--- src/hw/rtl/bppc_pkg.sv ---
`timescale 1ns / 1ps
`default_nettype none
// ----------------------------------------------------------------------------
// bppc_pkg: shared types and constants for the brushless motor controller
// Holds the item layout passed from the front end to the back end, the gain
// register map, the reset values and the six-step gate tables.
// ----------------------------------------------------------------------------
package bppc_pkg;

  // Default PWM period in ticks.
  localparam int unsigned PWM_PERIOD_DEF = 100;

  // Widths fixed by the item fields.
  localparam int unsigned SPEED_W = 11;
  localparam int unsigned ERR_W   = 12;
  localparam int unsigned DERR_W  = 13;
  localparam int unsigned GAIN_W  = 32;
  localparam int unsigned ESUM_W  = 32;
  localparam int unsigned HALL_W  = 3;
  localparam int unsigned GATE_W  = 6;
  localparam int unsigned DUTY_W  = 8;
  // Carried counter width, wide enough for PWM periods up to 256.
  localparam int unsigned CNT_W   = 8;
  // Configuration index width.
  localparam int unsigned CFG_IDX_W = 2;

  // Queue between the front and back ends.
  localparam int unsigned QDEPTH = 4;
  localparam int unsigned QPTR_W = $clog2(QDEPTH);

  // Gain register indexes.
  localparam logic [CFG_IDX_W-1:0] REG_GAIN_P = 2'd0;
  localparam logic [CFG_IDX_W-1:0] REG_GAIN_I = 2'd1;
  localparam logic [CFG_IDX_W-1:0] REG_GAIN_D = 2'd2;

  // Gain reset values, unsigned Q16.16.
  localparam logic [GAIN_W-1:0] GAIN_P_RST = 32'd9830400;
  localparam logic [GAIN_W-1:0] GAIN_I_RST = 32'd13;
  localparam logic [GAIN_W-1:0] GAIN_D_RST = 32'd393216000;

  // State reset values.
  localparam logic [DUTY_W-1:0] DUTY_RST = 8'd20;
  localparam logic [DUTY_W-1:0] DUTY_MAX = 8'd255;

  // Hall codes that carry no rotor position.
  localparam logic [HALL_W-1:0] HALL_NONE = 3'd0;
  localparam logic [HALL_W-1:0] HALL_ALL  = 3'd7;

  // Item kinds.
  typedef enum logic {
    KIND_CTRL = 1'b0,
    KIND_TICK = 1'b1
  } kind_e;

  // Classified item handed from the front end to the back end.
  typedef struct packed {
    kind_e                     kind;
    logic                      rev;
    logic                      hall_ok;
    logic [HALL_W-1:0]         hall;
    logic [CNT_W-1:0]          cnt;
    logic signed [ERR_W-1:0]   err;
    logic signed [DERR_W-1:0]  derr;
    logic signed [ESUM_W-1:0]  esum;
  } item_t;

  // Gate tables indexed by Hall code; AH,AL,BH,BL,CH,CL from bit 5 down.
  localparam logic [GATE_W-1:0] ON_FWD [8] =
    '{6'h00, 6'h24, 6'h12, 6'h06, 6'h09, 6'h21, 6'h18, 6'h00};
  localparam logic [GATE_W-1:0] ON_REV [8] =
    '{6'h00, 6'h18, 6'h21, 6'h09, 6'h06, 6'h12, 6'h24, 6'h00};
  localparam logic [GATE_W-1:0] OFF_FWD [8] =
    '{6'h00, 6'h04, 6'h02, 6'h02, 6'h01, 6'h20, 6'h08, 6'h00};
  localparam logic [GATE_W-1:0] OFF_REV [8] =
    '{6'h00, 6'h08, 6'h01, 6'h01, 6'h02, 6'h02, 6'h04, 6'h00};

  // Select the gate pattern for a direction, PWM phase and Hall code.
  function automatic logic [GATE_W-1:0] gate_lookup(logic dir, logic phase_on,
                                                    logic [HALL_W-1:0] hall);
    logic [GATE_W-1:0] res;
    if (phase_on) begin
      res = dir ? ON_REV[hall] : ON_FWD[hall];
    end else begin
      res = dir ? OFF_REV[hall] : OFF_FWD[hall];
    end
    return res;
  endfunction

endpackage
`default_nettype wire

--- src/hw/rtl/bppc_front.sv ---
`timescale 1ns / 1ps
`default_nettype none
// ----------------------------------------------------------------------------
// bppc_front: item intake and classification
// Accepts items, keeps the error integral, last error and PWM counter, and
// turns each item into a classified entry for the queue.
// ----------------------------------------------------------------------------
module bppc_front #(
  parameter int unsigned PWM_PERIOD = bppc_pkg::PWM_PERIOD_DEF
) (
  input  wire logic                                clk_i,
  input  wire logic                                rst_ni,
  input  wire logic                                acc_i,
  input  wire logic                                kind_i,
  input  wire logic signed [bppc_pkg::SPEED_W-1:0] target_speed_i,
  input  wire logic signed [bppc_pkg::SPEED_W-1:0] measured_speed_i,
  input  wire logic                                reverse_mode_i,
  input  wire logic [bppc_pkg::HALL_W-1:0]         hall_code_i,
  output bppc_pkg::item_t                          item_o
);

  localparam int unsigned CW = (PWM_PERIOD > 1) ? $clog2(PWM_PERIOD) : 1;
  localparam logic [CW-1:0] CNT_LAST = CW'(PWM_PERIOD - 1);

  logic [CW-1:0]                           cnt_q, cnt_d, cnt_next;
  logic signed [bppc_pkg::ESUM_W-1:0]      esum_q, esum_d, esum_next;
  logic signed [bppc_pkg::ERR_W-1:0]       perr_q, perr_d;
  logic signed [bppc_pkg::ERR_W-1:0]       err;
  logic signed [bppc_pkg::DERR_W-1:0]      derr;
  logic signed [bppc_pkg::ESUM_W:0]        esum_wide;
  logic                                    is_tick;

  assign is_tick = (bppc_pkg::kind_e'(kind_i) == bppc_pkg::KIND_TICK);

  // Speed error and its change since the last control item.
  assign err  = bppc_pkg::ERR_W'(target_speed_i) - bppc_pkg::ERR_W'(measured_speed_i);
  assign derr = bppc_pkg::DERR_W'(err) - bppc_pkg::DERR_W'(perr_q);

  // Saturating integral of the error.
  assign esum_wide = (bppc_pkg::ESUM_W + 1)'(esum_q) + (bppc_pkg::ESUM_W + 1)'(err);
  always_comb begin
    if (esum_wide[bppc_pkg::ESUM_W] != esum_wide[bppc_pkg::ESUM_W-1]) begin
      esum_next = esum_wide[bppc_pkg::ESUM_W] ? {1'b1, {(bppc_pkg::ESUM_W-1){1'b0}}}
                                               : {1'b0, {(bppc_pkg::ESUM_W-1){1'b1}}};
    end else begin
      esum_next = esum_wide[bppc_pkg::ESUM_W-1:0];
    end
  end

  // PWM counter wraps at the period.
  assign cnt_next = (cnt_q == CNT_LAST) ? '0 : CW'(cnt_q + 1'b1);

  // State updates happen when an item is accepted.
  always_comb begin
    cnt_d  = cnt_q;
    esum_d = esum_q;
    perr_d = perr_q;
    if (acc_i) begin
      if (is_tick) begin
        cnt_d = cnt_next;
      end else begin
        esum_d = esum_next;
        perr_d = err;
      end
    end
  end

  always_ff @(posedge clk_i or negedge rst_ni) begin
    if (!rst_ni) begin
      cnt_q  <= '0;
      esum_q <= '0;
      perr_q <= '0;
    end else begin
      cnt_q  <= cnt_d;
      esum_q <= esum_d;
      perr_q <= perr_d;
    end
  end

  // Classified entry for the back end.
  always_comb begin
    item_o.kind    = bppc_pkg::kind_e'(kind_i);
    item_o.rev     = reverse_mode_i;
    item_o.hall_ok = (hall_code_i != bppc_pkg::HALL_NONE) &&
                     (hall_code_i != bppc_pkg::HALL_ALL);
    item_o.hall    = hall_code_i;
    item_o.cnt     = bppc_pkg::CNT_W'(cnt_next);
    item_o.err     = err;
    item_o.derr    = derr;
    item_o.esum    = esum_next;
  end

endmodule
`default_nettype wire

--- config.mk ---
export PLATFORM = sky130hd
export DESIGN_NAME = bppc_front
export DESIGN_NICKNAME = d
export VERILOG_FILES = /design/src/hw/rtl/bppc_pkg.sv /design/src/hw/rtl/bppc_front.sv
export SDC_FILE = /design/constraint.sdc
export NUM_CORES = 1
export LEC_CHECK = 0
export BUFFER_PORTS_ARGS = -buffer_cell sky130_fd_sc_hd__buf_2
export CAP_MARGIN = 15
export CORE_ASPECT_RATIO = 1.2
export CORE_MARGIN = 3
export CORE_UTILIZATION = 30
export CTS_CLUSTER_DIAMETER = 30
export DETAILED_ROUTE_END_ITERATION = 7
export PLACE_DENSITY_LB_ADDON = 0.12
export SYNTH_ARGS = -nofsm -noshare
export SYNTH_HDL_FRONTEND = slang
export SYNTH_SLANG_ARGS = --single-unit
--- constraint.sdc ---
create_clock -name clk_i -period 7.9 [get_ports clk_i]
set_input_delay 0.79 -clock clk_i [delete_from_list [all_inputs] [get_ports clk_i]]
set_output_delay 0.79 -clock clk_i [all_outputs]
set_load 0.05 [all_outputs]
After elaboration in Yosys (flattened, before gate mapping)
Cells that the tools add are included.
{"block": "op_classes", "n_addsub": 4, "eq_ne": 3, "mux": 3, "n_bitwise": 1, "n_reduce_logical": 4}
{"cell": "$mux 32", "count": 2}
{"cell": "$add 32x12->33", "count": 1}
{"cell": "$sub 12x12->13", "count": 1}
{"cell": "$sub 11x11->12", "count": 1}
{"cell": "$add 7x1->7 const B", "count": 1}
{"cell": "$eq 7x7->1 const B", "count": 1}
{"cell": "$mux 7", "count": 1}
{"cell": "$reduce_and 2->1", "count": 2}
{"cell": "$ne 3x3->1 const B", "count": 1}
{"cell": "$reduce_bool 3->1", "count": 1}
{"cell": "$logic_and 1x1->1", "count": 1}
{"cell": "$ne 1x1->1", "count": 1}
{"cell": "$not 1->1", "count": 1}
{"block": "word_totals", "reg_bits": 51, "output_inout_bits": 71}

Logic depth before layout (Yosys ltp)
{"block": "depth", "word_depth": 4, "depth_mapped": 25}

Least setup slack after synthesis
No wires, ideal clock.
{"block": "synth_timing", "path_type": "input port to output port", "start": "input port measured_speed_i[1] (netlist name)", "end": "output port item_o[15] (netlist name)", "arrival_ns": 6.343, "required_ns": 7.110, "slack_ns": 0.767, "stages": 20, "path_cell_list": "inv_1 ha_1 nor2b_1 o21ai_0 a21boi_0 o21a_1 o21ai_0 a2111oi_0 nor2_1 xnor2_1 ha_1 a21o_1 a311oi_1 o41a_1 a21oi_2 a221oi_4 nor2b_2 mux2i_2 inv_1 o21ai_0"}
{"item": "from (decl)", "line": "bppc_front.sv:16", "text": "input wire logic signed [bppc_pkg::SPEED_W-1:0] measured_speed_i,"}
{"item": "to (decl)", "line": "bppc_front.sv:19", "text": "output bppc_pkg::item_t item_o"}

==> metrics.md <==
| Metric | Value |
|---|---|
| Status | `complete, no violations` |
| Crit-path max FO | `22` |
| CTS Sinks | `51` |
| Final setup viols | `0` |
| Top cells by area, synth | `dfrtp_1, ha_1, nand2_1` |
| Reg-to-reg startpoint | `esum_q[0]$_DFFE_PN0P_` |
| Final worst-path cycle share | `between 80% and 90%` |
| Hpwl dp | `11.4 mm` |
| Mean Syn Cell Area | `7.69 um^2` |
| Ant. Diodes | `0` |
| CTS Buf Count | `5` |
| Final net count | `849` |
| Layout area overhead | `14.8%` |
| Root buffer cell | `clkbuf_16` |
| Clock tree buffer depth | `2` |
| H-tree levels | `2` |
| Initial antenna violation count | `0` |
| CTS resizes | `0` |
| Share of cells above drive strength 1 | `20.0%` |
| FFs w/ async S/R, synth | `100%` |
| Row count | `52` |
| HP Class | `reg2reg` |
| Max cap viols | `0` |
| Post-synthesis sequential area ratio | `24.2%` |
| Max Clk Rate | `146 MHz` |
| Post-CTS Setup Bufs | `0` |
| Placer Congestion | `about 0.82` |
| Critical Path Sink Type | `primary output` |
| Post-synth top area cell | `dfrtp_1` |
| Reg2Reg Capture Point | `esum_q[3]$_DFFE_PN0P_` |
| Antenna Nets Post-Route | `0` |
| Reg2reg path depth | `12` |
| DR vias | `4863` |
| Remaining DRCs | `0` |
| Clock transition at path regs | `roughly 0.07 ns` |
| Total gr overflow | `0` |
| Share of the synthesized area in the top cell type | `24.2%` |
| R2R Setup Slk | `3.81 ns` |
| EDFF count, synth | `0` |
| Cts hold-fix bufs | `0` |
| Slew HR | `roughly 52%` |
| Starting Density | `between 30% and 40%` |
| Least-Margin Pin Slew | `0.719 ns` |
| DIE WIDTH | `around 130 um` |
| Number of global-route vias before repair | `between 4000 and 5000` |
| Gr usage total | `15.1%` |
| Synth warn | `0` |
| Most frequent cells after synthesis | `nand2_1, nor2_1, ha_1` |
| Largest net degree at the start of global routing | `54` |
| Top_reg_cell synth | `dfrtp_1` |
| Iter 0 DRT Violations | `168` |
| Hold depth | `2` |
| Per-cell routed wire length | `15.1 um` |
| Post-synthesis cell count | `685` |
| Global-route wire length before repair | `23.5 mm` |
| WL final | `between 10 and 15 mm` |
| CP startpoint kind | `input port` |
| Core area | `17000 um^2` |
| Die area | `19200 um^2` |
| Number of port buffers | `a little under 100` |
| Fin Setup TNS | `0 ns` |
| Ports | `101` |
| Final hold vios | `0` |
| WP data arrival | `6.07 ns` |
| Vias per cell | `approximately 5.0` |
| Synth Register Bits | `~50` |
| Setup CP Type | `in2out` |
| Distinct cells, synth | `57` |
| Tmin final | `between 6 and 7 ns` |
| Most frequent cell after synthesis | `nand2_1` |
| Clk_skew | `0.00310 ns` |
| Final slew viol count | `0` |
| CTS tree | `yes` |
| Drt pass-1 iters | `4` |
| Net Count, Synth | `between 700 and 800` |
| RSZ-0062 raised after global routing | `no` |
| Clk_lat worst skew | `about 0.30 ns` |
| Worst Hold Path EP | `esum_q[31]$_DFFE_PN0P_` |
| Cell area after synthesis | `5270 um^2` |
| Die height | `151 um` |
| CP required | `7.11 ns` |
| Beginning of the worst hold path | `esum_q[31]$_DFFE_PN0P_` |
| Fillers | `1846` |
## critical path, stage by stage
cell and delay, ns:
buf_2 0.07, inv_1 0.05, ha_1 0.27, nor2b_1 0.11
o21ai_0 0.10, a21boi_0 0.26, o21a_1 0.17, o21ai_0 0.13
a2111oi_0 0.54, o21ai_0 0.15, a31o_2 0.46, ha_1 0.47
a21o_1 0.20, a311oi_1 0.30, o41a_1 0.25, a21oi_2 0.11
a221oi_4 0.43, nor2b_2 0.13, mux2i_2 0.23, buf_4 0.26
inv_1 0.10, o21ai_0 0.16, buf_2 0.30
## layout make-up
cell class                 instances  area [um^2]  share of cell area, %
multi-input combinational        554         3640                   60.2
tap                              216          270                   4.47
timing repair buffer             103          531                   8.77
sequential                        51         1280                   21.1
inverter                          44          165                   2.73
clock buffer                       5          125                   2.07
clock inverter                     2         37.5                  0.621
## through the flow
stage | instance area, um^2 | instances | worst slack, ns | util [%] | hold slack (ns)
after floorplan | 5270 | 685 | 0.767 | - | 0.453
after global placement | 5890 | 968 | 1.04 | 34.5 | 0.475
after detailed placement | 5890 | 968 | 0.981 | 34.5 | 0.474
after CTS | 6050 | 975 | 0.976 | 35.5 | 0.492
after global routing | 6050 | 975 | 0.576 | 35.5 | 0.527
final | 6050 | 975 | 1.04 | 35.5 | 0.489
## cell usage in the layout, fill, tap and decap left out, types with 7 or more instances in the layout
master	Yosys	final
nand2_1	110	110
nand3_1	14	14
a21oi_1	55	55
nor2_1	71	71
ha_1	57	57
o211ai_1	9	9
a211oi_1	7	7
buf_2	8	97
xor2_1	24	24
o21bai_1	7	7
xnor2_1	28	28
o21ai_0	36	36
a21oi_2	23	23
nand4_1	7	7
nor3_1	13	13
a21o_1	14	14
dfrtp_1	51	51
inv_1	44	44
## state kept, by name, indices dropped and copies added (netlist names)
register	count
perr_q	12
esum_q	32
cnt_q	7
## cells by family after synthesis
family	share of synthesized area, %
AO/OA/AOI/OAI	23.8
XOR/XNOR	8.65
adder cells (fa/ha/maj)	14.7
buffers and inverters	6.75
flip-flops	24.2
multiplexers	1.54
other	0.0712
AND/OR/NAND/NOR	20.3
## how the worst max path moves through the flow
stage	from	to	slack, ns	cells past startpoint
2_1_floorplan	measured_speed_i[1]	item_o[15]	0.77	20
3_3_place_gp	measured_speed_i[1]	item_o[25]	1.04	22
3_5_place_dp	measured_speed_i[1]	item_o[20]	0.98	22
4_1_cts	measured_speed_i[1]	item_o[20]	0.98	22
5_1_grt	measured_speed_i[1]	item_o[15]	0.58	23
6_report	measured_speed_i[1]	item_o[15]	1.04	23
## per-layer routing
layer / vias to the layer above / part of all wire (%) / track usage (%)
met5: - / 0 / 0
met4: 0 / 1.1 / 3.49
met3: 8 / 5.9 / 3.32
met2: 108 / 48 / 27.0
met1: 2253 / 45 / 18.4
li1: 2494 / - / -
Power is not shown: default switching activity piles up to over one toggle a cycle in this logic, so the estimate is an artifact.
