==> src/hw/rtl/bppc_pkg.sv <==
`timescale 1ns / 1ps
`default_nettype none
// ----------------------------------------------------------------------------
// bppc_pkg: shared types and constants for the brushless motor controller
// Holds the item layout passed from the front end to the back end, the gain
// register map, the reset values and the six-step gate tables.
// ----------------------------------------------------------------------------
package bppc_pkg;

  // Default PWM period in ticks.
  localparam int unsigned PWM_PERIOD_DEF = 100;

  // Widths fixed by the item fields.
  localparam int unsigned SPEED_W = 11;
  localparam int unsigned ERR_W   = 12;
  localparam int unsigned DERR_W  = 13;
  localparam int unsigned GAIN_W  = 32;
  localparam int unsigned ESUM_W  = 32;
  localparam int unsigned HALL_W  = 3;
  localparam int unsigned GATE_W  = 6;
  localparam int unsigned DUTY_W  = 8;
  // Carried counter width, wide enough for PWM periods up to 256.
  localparam int unsigned CNT_W   = 8;
  // Configuration index width.
  localparam int unsigned CFG_IDX_W = 2;

  // Queue between the front and back ends.
  localparam int unsigned QDEPTH = 4;
  localparam int unsigned QPTR_W = $clog2(QDEPTH);

  // Gain register indexes.
  localparam logic [CFG_IDX_W-1:0] REG_GAIN_P = 2'd0;
  localparam logic [CFG_IDX_W-1:0] REG_GAIN_I = 2'd1;
  localparam logic [CFG_IDX_W-1:0] REG_GAIN_D = 2'd2;

  // Gain reset values, unsigned Q16.16.
  localparam logic [GAIN_W-1:0] GAIN_P_RST = 32'd9830400;
  localparam logic [GAIN_W-1:0] GAIN_I_RST = 32'd13;
  localparam logic [GAIN_W-1:0] GAIN_D_RST = 32'd393216000;

  // State reset values.
  localparam logic [DUTY_W-1:0] DUTY_RST = 8'd20;
  localparam logic [DUTY_W-1:0] DUTY_MAX = 8'd255;

  // Hall codes that carry no rotor position.
  localparam logic [HALL_W-1:0] HALL_NONE = 3'd0;
  localparam logic [HALL_W-1:0] HALL_ALL  = 3'd7;

  // Item kinds.
  typedef enum logic {
    KIND_CTRL = 1'b0,
    KIND_TICK = 1'b1
  } kind_e;

  // Classified item handed from the front end to the back end.
  typedef struct packed {
    kind_e                     kind;
    logic                      rev;
    logic                      hall_ok;
    logic [HALL_W-1:0]         hall;
    logic [CNT_W-1:0]          cnt;
    logic signed [ERR_W-1:0]   err;
    logic signed [DERR_W-1:0]  derr;
    logic signed [ESUM_W-1:0]  esum;
  } item_t;

  // Gate tables indexed by Hall code; AH,AL,BH,BL,CH,CL from bit 5 down.
  localparam logic [GATE_W-1:0] ON_FWD [8] =
    '{6'h00, 6'h24, 6'h12, 6'h06, 6'h09, 6'h21, 6'h18, 6'h00};
  localparam logic [GATE_W-1:0] ON_REV [8] =
    '{6'h00, 6'h18, 6'h21, 6'h09, 6'h06, 6'h12, 6'h24, 6'h00};
  localparam logic [GATE_W-1:0] OFF_FWD [8] =
    '{6'h00, 6'h04, 6'h02, 6'h02, 6'h01, 6'h20, 6'h08, 6'h00};
  localparam logic [GATE_W-1:0] OFF_REV [8] =
    '{6'h00, 6'h08, 6'h01, 6'h01, 6'h02, 6'h02, 6'h04, 6'h00};

  // Select the gate pattern for a direction, PWM phase and Hall code.
  function automatic logic [GATE_W-1:0] gate_lookup(logic dir, logic phase_on,
                                                    logic [HALL_W-1:0] hall);
    logic [GATE_W-1:0] res;
    if (phase_on) begin
      res = dir ? ON_REV[hall] : ON_FWD[hall];
    end else begin
      res = dir ? OFF_REV[hall] : OFF_FWD[hall];
    end
    return res;
  endfunction

endpackage
`default_nettype wire

==> src/hw/rtl/bppc_queue.sv <==
`timescale 1ns / 1ps
`default_nettype none
// ----------------------------------------------------------------------------
// bppc_queue: short item queue
// Decouples the front end from the back end so each side stalls on its own.
// ----------------------------------------------------------------------------
module bppc_queue (
  input  wire logic            clk_i,
  input  wire logic            rst_ni,
  input  wire logic            push_i,
  input  wire bppc_pkg::item_t push_item_i,
  output logic                 full_o,
  input  wire logic            pop_i,
  output logic                 valid_o,
  output bppc_pkg::item_t      pop_item_o
);

  localparam int unsigned CNT_BITS = $clog2(bppc_pkg::QDEPTH + 1);

  bppc_pkg::item_t                 entry_q [bppc_pkg::QDEPTH];
  logic [bppc_pkg::QPTR_W-1:0]     wptr_q, wptr_d, rptr_q, rptr_d;
  logic [CNT_BITS-1:0]             count_q, count_d;

  assign full_o     = (count_q == CNT_BITS'(bppc_pkg::QDEPTH));
  assign valid_o    = (count_q != '0);
  assign pop_item_o = entry_q[rptr_q];

  // Pointer and fill bookkeeping.
  always_comb begin
    wptr_d  = push_i ? bppc_pkg::QPTR_W'(wptr_q + 1'b1) : wptr_q;
    rptr_d  = pop_i ? bppc_pkg::QPTR_W'(rptr_q + 1'b1) : rptr_q;
    count_d = count_q;
    if (push_i && !pop_i) begin
      count_d = CNT_BITS'(count_q + 1'b1);
    end else if (pop_i && !push_i) begin
      count_d = CNT_BITS'(count_q - 1'b1);
    end
  end

  always_ff @(posedge clk_i or negedge rst_ni) begin
    if (!rst_ni) begin
      wptr_q  <= '0;
      rptr_q  <= '0;
      count_q <= '0;
    end else begin
      wptr_q  <= wptr_d;
      rptr_q  <= rptr_d;
      count_q <= count_d;
    end
  end

  // Entry storage.
  always_ff @(posedge clk_i) begin
    if (push_i) begin
      entry_q[wptr_q] <= push_item_i;
    end
  end

endmodule
`default_nettype wire

==> config.mk <==
export PLATFORM = sky130hd
export DESIGN_NAME = bppc_queue
export DESIGN_NICKNAME = d
export VERILOG_FILES = /design/src/hw/rtl/bppc_pkg.sv /design/src/hw/rtl/bppc_queue.sv
export SDC_FILE = /design/constraint.sdc
export NUM_CORES = 1
export LEC_CHECK = 0
export BUFFER_PORTS_ARGS = -buffer_cell sky130_fd_sc_hd__buf_2
export CAP_MARGIN = 10
export CELL_PAD_IN_SITES_DETAIL_PLACEMENT = 0
export CELL_PAD_IN_SITES_GLOBAL_PLACEMENT = 1
export CORE_UTILIZATION = 47
export CTS_BUF_LIST = sky130_fd_sc_hd__clkbuf_2
export DETAILED_ROUTE_END_ITERATION = 10
export GPL_TIMING_DRIVEN = 0
export MAX_ROUTING_LAYER = met4
export PLACE_DENSITY = 0.8
export SLEW_MARGIN = 10
export SYNTH_ARGS = -nofsm -noshare
export SYNTH_HDL_FRONTEND = slang
export SYNTH_SLANG_ARGS = --single-unit
==> constraint.sdc <==
create_clock -name clk_i -period 2.7 [get_ports clk_i]
set_input_delay 0.135 -clock clk_i [delete_from_list [all_inputs] [get_ports clk_i]]
set_output_delay 0.135 -clock clk_i [all_outputs]
set_load 0.05 [all_outputs]
### After elaboration in Yosys (flattened, before gate mapping)

Memory sizes are Yosys's and may differ from the RTL's.
Cells that the tools add are included.

* register bits after elaboration: 7
* memory bits (writable): 284
* bits of input ports: 75
* output and inout port bits: 73
* logic and storage cells: 19
* memories kept: 1

Memories
* entry_q: words 4, width 71, read ports 1, clocked after Yosys merged registers in 0, write ports 1, RTL line bppc_queue.sv:20 `bppc_pkg::item_t entry_q [bppc_pkg::QDEPTH];`

* add/sub/neg operators: 4
* equality and inequality tests: 1
* muxes and demuxes: 4
* reductions and logical operators: 6

Operator list (count)
* 2-to-1 mux 3 bit: 2
* adder 2 x 1 -> 2 bit, second input constant: 2
* adder 3 x 1 -> 3 bit, second input constant: 1
* equality test 3 bit, second input constant: 1
* nonzero test 3 bit: 1
* subtractor 3 x 1 -> 3 bit, second input constant: 1
* logical AND 1 bit: 2
* logical NOT 1 bit: 2
* 2-to-1 mux 1 bit: 2
* nonzero test 2 bit: 1

### Depth between registers and ports, before layout

Gate-level depths: netlist of the first run.

* word-level depth: 4
* mapped depth: 7
* mapped depth without buffers: 7

### Worst setup path after synthesis of the first run

Ideal clock, no wire load.

* path type: register to register
* from: reg wptr_q[0] (netlist bit)
* to: mem entry_q[2][0] (netlist bit) (enable)
* data arrival time: 2277 ps
* data required time: 2263 ps
* setup slack: -14 ps
* stages on the path, launching flop included: 4
* path buffers: 0
* clock period less this slack: 2714 ps
* path through: dfrtp_1 -> inv_1 -> ha_1 -> and2_1

RTL lines
* start: declaration: RTL line bppc_queue.sv:21 `logic [bppc_pkg::QPTR_W-1:0] wptr_q, wptr_d, rptr_q, rptr_d;`
* start signal: assignment: RTL line bppc_queue.sv:46 `wptr_q <= wptr_d;`
* end: declaration: RTL line bppc_queue.sv:20

No word-level cell before the write port.

==> run metrics, run 1 <==
drt pass-1 iters=4; critical path arrival=2.29 ns; dominant cells by area after synthesis=edfxtp_1 80%, mux4_2 15%, dfrtp_1 1.6%; max-cap violations=0; CTS Hold Bufs=94; cell taking the most area after synthesis=edfxtp_1; vias in the first global route=6135; power per cell area=1140 nW/um^2; Final Power=0.0153 W; DP HPWL=11600 um; CP Class=flip-flop to output port; WL/cell=18.4 um; row count=54; Post-Synthesis Cells=405; TritonCTS clock tree=yes; Fmax=413 MHz; Worst Path Max Fanout=10; final number of hold-violating endpoints=0; filler cell count=1586; grt total ovfl=0; ratio of cells with drive above 1 in the final layout=45.5%; worst min path class=primary input to flip-flop; unrepaired setup endpoints after global routing=false; LEAKAGE=4.88 nW; largest net degree at the start of global routing=46; nets=805; H-tree lvl count=3; first-pass GRT wire length=31200 um; initial antenna violation count=0; Die ar.=23400 um^2; area grow syn2layout=26.0%; Max VDD drop=0.000715 V; clk_lat worst skew=0.80 ns; Setup WS pre-CTS=0.838 ns; DRC violations left=0; share of the synthesized area in the top cell type=79.6%; required time worst endpoint=2.57 ns; syn_area_per_cell=26.5 um^2; status=finished, final reports clean; Clock transition at path regs=0.09 ns; Fin Hold WS=0.101 ns; Synth Register Bits=291; num ports=148; Yosys cell types=19; post_cts resized=0; clock tree buffer depth=3; max_slew headroom=61.6%; setup slack after layout=0.279 ns; Post-CTS Setup Bufs=0; CTS buffer count=72; Root Buffer Master=clkbuf_2; starting density of the core=48.5%; max-slew violations=0; core footprint=22100 um^2; Finished Cell Area=13500 um^2; CP Capture Type=output port; sequential element share of the synthesized area=81.2%; Net Count, Synth=486; Placed Instance Area=11900 um^2; fin crit period=2.42 ns; Buffers on Ports=147; final count of negative-setup-slack endpoints=0; yosys synthesis warning count=0; Final period util=89.7%; Die Y=153 um; Synth Cell Area=10700 um^2; worst clock skew=0.0495 ns; Critical Path Source Type=flip-flop; die width=153 um; ANT cells=0; hold depth=2; final wirelength=19500 um; Clock Sinks=291; initial DRC count=221; R2R depth=4; gp weighted congestion=0.712; vias=5444; DR vias/cell=5.15; actual slew at the worst max-slew pin=0.576 ns; Tot GR Track Use=18.1%; remaining antenna violation count after routing=0
report_power, final:
group / leakage [nW] / internal [W] / switching [W] / total, W
combinational: 1.69 / 0.00212 / 0.00435 / 0.00647
clock: 0.500 / 0.00116 / 0.00164 / 0.00279
sequential: 2.69 / 0.00589 / 0.000194 / 0.00609
worst max-delay path, cell delays in order, from the launching register on:
cell and delay (ns):
dfrtp_1 0.35, buf_6 0.24, buf_12 0.19, mux4_2 0.52, buf_2 0.23
per-layer routing:
metal	vias to the layer above	wire length, um	track usage [%]
met5	-	0	-
li1	2430	-	-
met2	186	10200	30.4
met4	0	361	7.50
met1	2791	7850	20.7
met3	37	1090	4.65
logic make-up (layout without fill, tap and decap cells):
group                      Yosys count  count (layout)  synth area share (%)
xor gates and xnor gates             6               6                 0.490
and+or+nand+nor                      9               9                 0.467
muxes                               72              72                  15.1
adders and majority gates            6               6                 0.771
DFF                                291             291                  81.2
AOI/OAI and AO/OA                    1               1                0.0467
buffers and inverters               20             393                  1.93
cell type report:
cell class	count	area (um^2)	share of cell area, %
Sequential cell	291	8700	64.5
Tap cell	280	350	2.60
Buffer	16	191	1.42
Multi-Input combinational cell	94	1810	13.4
Timing Repair Buffer	245	1780	13.2
Clock inverter	20	103	0.760
Clock buffer	108	541	4.00
Inverter	4	15.0	0.111
final timing paths:
kind	from	end	slack [ns]
worst min register to register	count_q[2]$_DFFE_PN0P_	count_q[2]$_DFFE_PN0P_	0.51
worst max register to register	wptr_q[0]$_DFFE_PN0P_	entry_q[0][20]$_DFFE_PP_	0.81
min in group asynchronous	rst_ni	count_q[0]$_DFFE_PN0P_	0.30
max in group asynchronous	rst_ni	rptr_q[1]$_DFFE_PN0P_	2.13
worst min-delay path	push_item_i[46]	entry_q[0][46]$_DFFE_PP_	0.10
worst max-delay path	rptr_q[0]$_DFFE_PN0P_	pop_item_o[18]	0.28
registers in the layout, summed over array words and instances (netlist names):
signal,cells
rptr_q,2
wptr_q,2
count_q,3
entry_q,284
synth_stat cells:
cell      number
xnor2_1        2
and2_1         4
mux2_2         1
mux4_2        70
buf_12         7
nor2_1         1
buf_6          1
inv_1          4
nor3b_1        1
buf_2          8
fa_1           1
mux4_1         1
or3_1          1
nand2_1        2
xor2_1         4
dfrtp_1        7
o21ai_0        1
ha_1           5
edfxtp_1     284
cell usage in the layout (no fill, tap or decap), types with 2 or more instances in the layout:
cell type      count
clkbuf_2         108
ha_1               5
dfrtp_1            7
and2_4             4
edfxtp_1         284
inv_2              2
inv_1              4
xnor2_1            2
nand2_1            2
buf_16             3
clkinv_1          16
mux4_2            70
xor2_1             4
buf_2            155
dlygate4sd3_1     94
buf_12             8
through the flow:
step,instances,util (%),setup TNS (ns)
finish,1058,61.1,0
CTS,1058,61.1,0
global placement,832,53.4,-172.35
detailed placement,836,53.9,0
global route,1058,61.1,0
floorplan,405,-,0
No activity file was read; power rests on OpenSTA's default activity.
==> run 2, diff against run 1 <==
- clock period: 2.7 -> 2.1 ns (I/O delays scaled with it)
==> run 2 against run 1 <==
Against the previous run:
- the run now ends with setup timing left
- sequential power increased by 29%
- register-to-register slack worse by 0.61 ns
- die area did not move
- core utilization is 3.4 points higher
- clock skew down 0.0022 ns
- global-route usage up 1.4 points
==> run metrics, run 2 (synthesized netlist as in run 1, its figures left out) <==
TritonCTS clock tree=yes; clock tree buffer depth=3; num ports=148; slowest CP cell=mux4_2; vias in the first global route=6204; hold depth=2; Die ar.=23400 um^2; commonest non-fill, non-tap cell in the layout=edfxtp_1; DP Cell Count=836; Final Power=0.0213 W; core footprint=22100 um^2; vias=5551; power per cell area=1500 nW/um^2; max-slew violations=0; die width=153 um; final number of hold-violating endpoints=0; initial DRC count=213; fin crit period=2.38 ns; setup slack after layout=-0.279 ns; final count of negative-setup-slack endpoints=71; clk_lat worst skew=0.81 ns; Clock transition at path regs=0.13 ns; CP Class=flip-flop to output port; Tot GR Track Use=19.5%; H-tree lvl count=3; Seq. cell area=8700 um^2; Final period util=113%; critical path arrival=2.27 ns; gp weighted congestion=0.702; max_slew headroom=60.5%; Layout Utilization=64.4%; nets=831; DRC violations left=0; row count=54; grt total ovfl=0; FF-to-FF Start=wptr_q[0]$_DFFE_PN0P_; reg-to-reg endpoint=entry_q[0][21]$_DFFE_PP_; ratio of cells with drive above 1 in the final layout=43.7%; R2R depth=4; final wirelength=21700 um; worst min path class=primary input to flip-flop; Fin Hold WS=0.0492 ns; min-delay src=push_item_i[54]; Max VDD drop=0.000906 V; Critical Path Source Type=flip-flop; actual slew at the worst max-slew pin=0.592 ns; Root Buffer Master=clkbuf_2; cell family with most CP delay=multiplexers; Buffers on Ports=147; Placed Instance Area=11900 um^2; DP HPWL=11800 um; Largest regs=entry_q: 284 flops, count_q: 3 flops; CTS buffer count=72; CP Cell Sequence=clkbuf_16, buf_12, mux4_2, buf_6; CP peak stage delay=0.53 ns; Die Y=153 um; drt pass-1 iters=4; non-filler instance count after layout=1085; filler cell count=1489; reg2reg setup slack=0.20 ns; CP Capture Type=output port; Clock Sinks=291; required time worst endpoint=2.00 ns; DR vias/cell=5.12; Worst Path Max Fanout=10; failing checks=setup timing; worst clock skew=0.0474 ns; Finished Cell Area=14200 um^2; remaining antenna violation count after routing=0; LEAKAGE=5.14 nW; commonest non-fill, non-tap cells in the layout=284 x edfxtp_1, 117 x dlygate4sd3_1, 100 x clkbuf_2; first-pass GRT wire length=33100 um; Fmax=420 MHz; area grow syn2layout=32.9%; Critical path buffers and inverters=3; status=complete, but fails checks; hold path endpoint=entry_q[3][54]$_DFFE_PP_; initial antenna violation count=2; largest net degree at the start of global routing=45; unrepaired setup endpoints after global routing=true; number of flip-flops in the largest register=284; WL/cell=20.0 um; starting density of the core=48.5%; Top reg by flops=entry_q; area of the multi-input gates=1810 um^2; max-cap violations=0
## run 2: report_power, final
part / internal (W) / leakage [nW] / total [W] / switching [W]
logic: 0.00397 / 1.97 / 0.00989 / 0.00592
registers: 0.00758 / 2.69 / 0.00786 / 0.000283
clock network: 0.00141 / 0.480 / 0.00359 / 0.00218
## run 2: final cells by class
type / instances / area share (%)
clock inverters: 27 / 0.914
inverters: 4 / 0.105
flip-flops and latches: 291 / 61.1
clock buffers: 100 / 3.51
repair buffers: 271 / 17.6
well taps: 280 / 2.46
diodes: 2 / 0.0351
plain buffers: 16 / 1.53
multi-input cells: 94 / 12.7
## run 2: metrics by stage
step	setup TNS, ns	setup slack (ns)
finish	-17.51	-0.279
global route	-23.74	-0.366
CTS	-22.06	-0.349
global placement	-130.24	-0.511
detailed placement	0	0.223
floorplan	0	0.160
## run 2: what timing repair did
action,in CTS,in global routing
resized for setup,148,4
endpoints found under the hold margin,403,4
endpoints found under the setup margin,71,71
hold buffers,115,2
gates cloned,0,1
buffers inserted,1,1
## run 2: worst max-delay path by stage
stage,startpoint,to,cells after the start
5_1_grt,rptr_q[0]$_DFFE_PN0P_,pop_item_o[10],4
3_3_place_gp,wptr_q[0]$_DFFE_PN0P_,entry_q[2][26]$_DFFE_PP_,3
4_1_cts,rptr_q[0]$_DFFE_PN0P_,pop_item_o[13],4
6_report,rptr_q[0]$_DFFE_PN0P_,pop_item_o[19],4
3_5_place_dp,wptr_q[0]$_DFFE_PN0P_,entry_q[0][23]$_DFFE_PP_,4
2_1_floorplan,wptr_q[0]$_DFFE_PN0P_,entry_q[2][0]$_DFFE_PP_,3
## run 2: metal layers
layer | part of all wire (%) | up-vias | wire length (um) | track usage, %
li1 | - | 2492 | - | -
met1 | 40 | 2839 | 8710 | 22.5
met2 | 53 | 188 | 11400 | 32.8
met3 | 5.5 | 32 | 1190 | 4.71
met4 | 1.7 | 0 | 364 | 8.03
met5 | 0 | - | 0 | -
==> run 3, diff against run 2 <==
- REMOVE_ABC_BUFFERS: unset -> 1
- TNS_END_PERCENT: unset -> 30
==> run 3 against run 2 <==
Against the previous run:
- the flow still finishes with violations (setup timing)
- sequential power up 0.5%
- hold slack better by 0.010 ns
- clock power about the same
- wire length grew 5.0%
- register-to-register slack barely moved
- sequential share of layout area decreased by 1.3 points
- clock skew is 0.0020 ns higher
- clock-buffer cell count grew 2
==> run metrics, run 3 (synthesized netlist as in run 1, its figures left out) <==
status=complete, but fails checks; failing checks=setup timing; power per cell area=1490 nW/um^2; TritonCTS clock tree=yes; actual slew at the worst max-slew pin=0.580 ns; LEAKAGE=5.28 nW; Clock Sinks=291; required time worst endpoint=2.00 ns; DRC violations left=0; number of flip-flops in the largest register=284; remaining antenna violation count after routing=0; gp weighted congestion=0.677; worst clock skew=0.0493 ns; Buffers on Ports=147; largest net degree at the start of global routing=44; final count of negative-setup-slack endpoints=71; clock tree buffer depth=3; Fin Hold WS=0.0594 ns; slowest CP cell=mux4_2; reg-to-reg endpoint=entry_q[1][21]$_DFFE_PP_; cell family with most CP delay=multiplexers; Crit. path cell count=4; CTS buffer count=72; CP peak stage delay=0.54 ns; Top reg by flops=entry_q; met3 WL=1350 um; Tot GR Track Use=21.1%; Met2 Wirelength=12100 um; CP Cell Sequence=buf_4, buf_16, mux4_2, buf_6; clk_lat worst skew=0.81 ns; Die ar.=23400 um^2; DR top layer=met4; starting density of the core=48.5%; nets=854; Clock transition at path regs=0.10 ns; Worst Path Max Fanout=9; worst min path class=primary input to flip-flop; fin crit period=2.44 ns; commonest non-fill, non-tap cells in the layout=284 x edfxtp_1, 140 x dlygate4sd3_1, 102 x clkbuf_2; setup slack after layout=-0.345 ns; final wirelength=22800 um; initial DRC count=292; DP HPWL=10700 um; die width=153 um; R2R depth=4; vias in the first global route=6434; Final period util=116%; area grow syn2layout=35.9%; M1 WL=8940 um; Die Y=153 um; hold depth=2; final number of hold-violating endpoints=0; first-pass GRT wire length=34900 um; non-filler instance count after layout=1104; ANT cells=0; Root Buffer Master=clkbuf_2; critical path arrival=2.34 ns; H-tree lvl count=3; Critical path buffers and inverters=3; ratio of cells with drive above 1 in the final layout=43.2%; WL/cell=20.6 um; Finished Cell Area=14600 um^2; min-delay src=push_item_i[32]; CP Class=flip-flop to output port; grt total ovfl=0; Fmax=409 MHz; Placed Instance Area=11800 um^2; initial antenna violation count=0; Max VDD drop=0.00108 V; core footprint=22100 um^2; DR vias/cell=5.17; unrepaired setup endpoints after global routing=true; FF-to-FF Start=wptr_q[1]$_DFFE_PN0P_; CP Capture Type=output port; num ports=148; max-slew violations=0; vias=5713; hold path endpoint=entry_q[1][32]$_DFFE_PP_; commonest non-fill, non-tap cell in the layout=edfxtp_1; Largest regs=entry_q: 284 flops, count_q: 3 flops; reg2reg setup slack=0.19 ns; max-cap violations=0; row count=54; DP Cell Count=822; Critical Path Source Type=flip-flop; drt pass-1 iters=4; max_slew headroom=61.3%
[run 3: cell count changes in the layout (fill, tap and decap cells not counted), sizes merged]
cell         previous run  this run
diode                   2         0
clkbuf                104       103
buf                   166       168
dlygate4sd3           117       140
bufbuf                  0         1
clkinv                 24        20
[run 3: worst reg2reg max path, delay by kind of cell (launching register included)]
| family | cells | cell delay, ns |
|---|---|---|
| fa+ha+maj | 1 | 0.16 |
| buf+inv | 2 | 0.44 |
| flops | 1 | 0.42 |
| simple gates | 1 | 0.52 |
[run 3: metal layers]
metal  vias up  global-route usage, %
met5         -                      -
met3        36                   5.19
met1      2949                   23.9
met2       205                   36.2
met4         0                   8.03
li1       2523                      -
[run 3: timing repair]
action                                 in CTS  in global routing
gates resized for setup                   135                  0
setup endpoints to repair                  71                 71
pin swaps                                   0                  0
setup buffers                              11                  0
cloned                                      5                  1
hold buffers                              136                  4
endpoints found under the hold margin     403                 13
[run 3: cell type report]
cell class | instances | area [um^2]
flip-flops and latches | 291 | 8710
fillers | 1472 | 7530
repair buffers | 310 | 3050
multi-input cells | 94 | 1810
clock buffers | 102 | 510
well taps | 280 | 350
clock inverters | 23 | 116
inverters | 4 | 15.0
[run 3: power by group]
| part | switching [W] | total [W] | internal, W |
|---|---|---|---|
| Combinational | 0.00607 | 0.0103 | 0.00420 |
| Clock | 0.00214 | 0.00357 | 0.00143 |
| Sequential | 0.000309 | 0.00790 | 0.00759 |
| Total | 0.00852 | 0.0217 | 0.0132 |
[run 3: worst max path at each step]
stage                                from             end  slack (ns)
floorplan           rptr_q[0]$_DFFE_PN0P_  pop_item_o[66]       -1.87
global placement    rptr_q[0]$_DFFE_PN0P_  pop_item_o[66]       -3.03
detailed placement  rptr_q[0]$_DFFE_PN0P_  pop_item_o[66]       -0.20
CTS                 rptr_q[0]$_DFFE_PN0P_  pop_item_o[67]       -0.43
global route        rptr_q[0]$_DFFE_PN0P_  pop_item_o[67]       -0.44
finish              rptr_q[0]$_DFFE_PN0P_  pop_item_o[68]       -0.34
[run 3: stage by stage]
step                      worst slack [ns]  TNS, ns  util (%)  power, W
final                               -0.345   -21.60      65.9    0.0217
after detailed placement            -0.199    -5.34      53.4    0.0160
after global routing                -0.445   -29.20      65.9    0.0227
after floorplan                      -1.87  -288.19         -    0.0136
after global placement               -3.03  -736.14      52.5    0.0141
after CTS                           -0.427   -26.52      65.6    0.0218
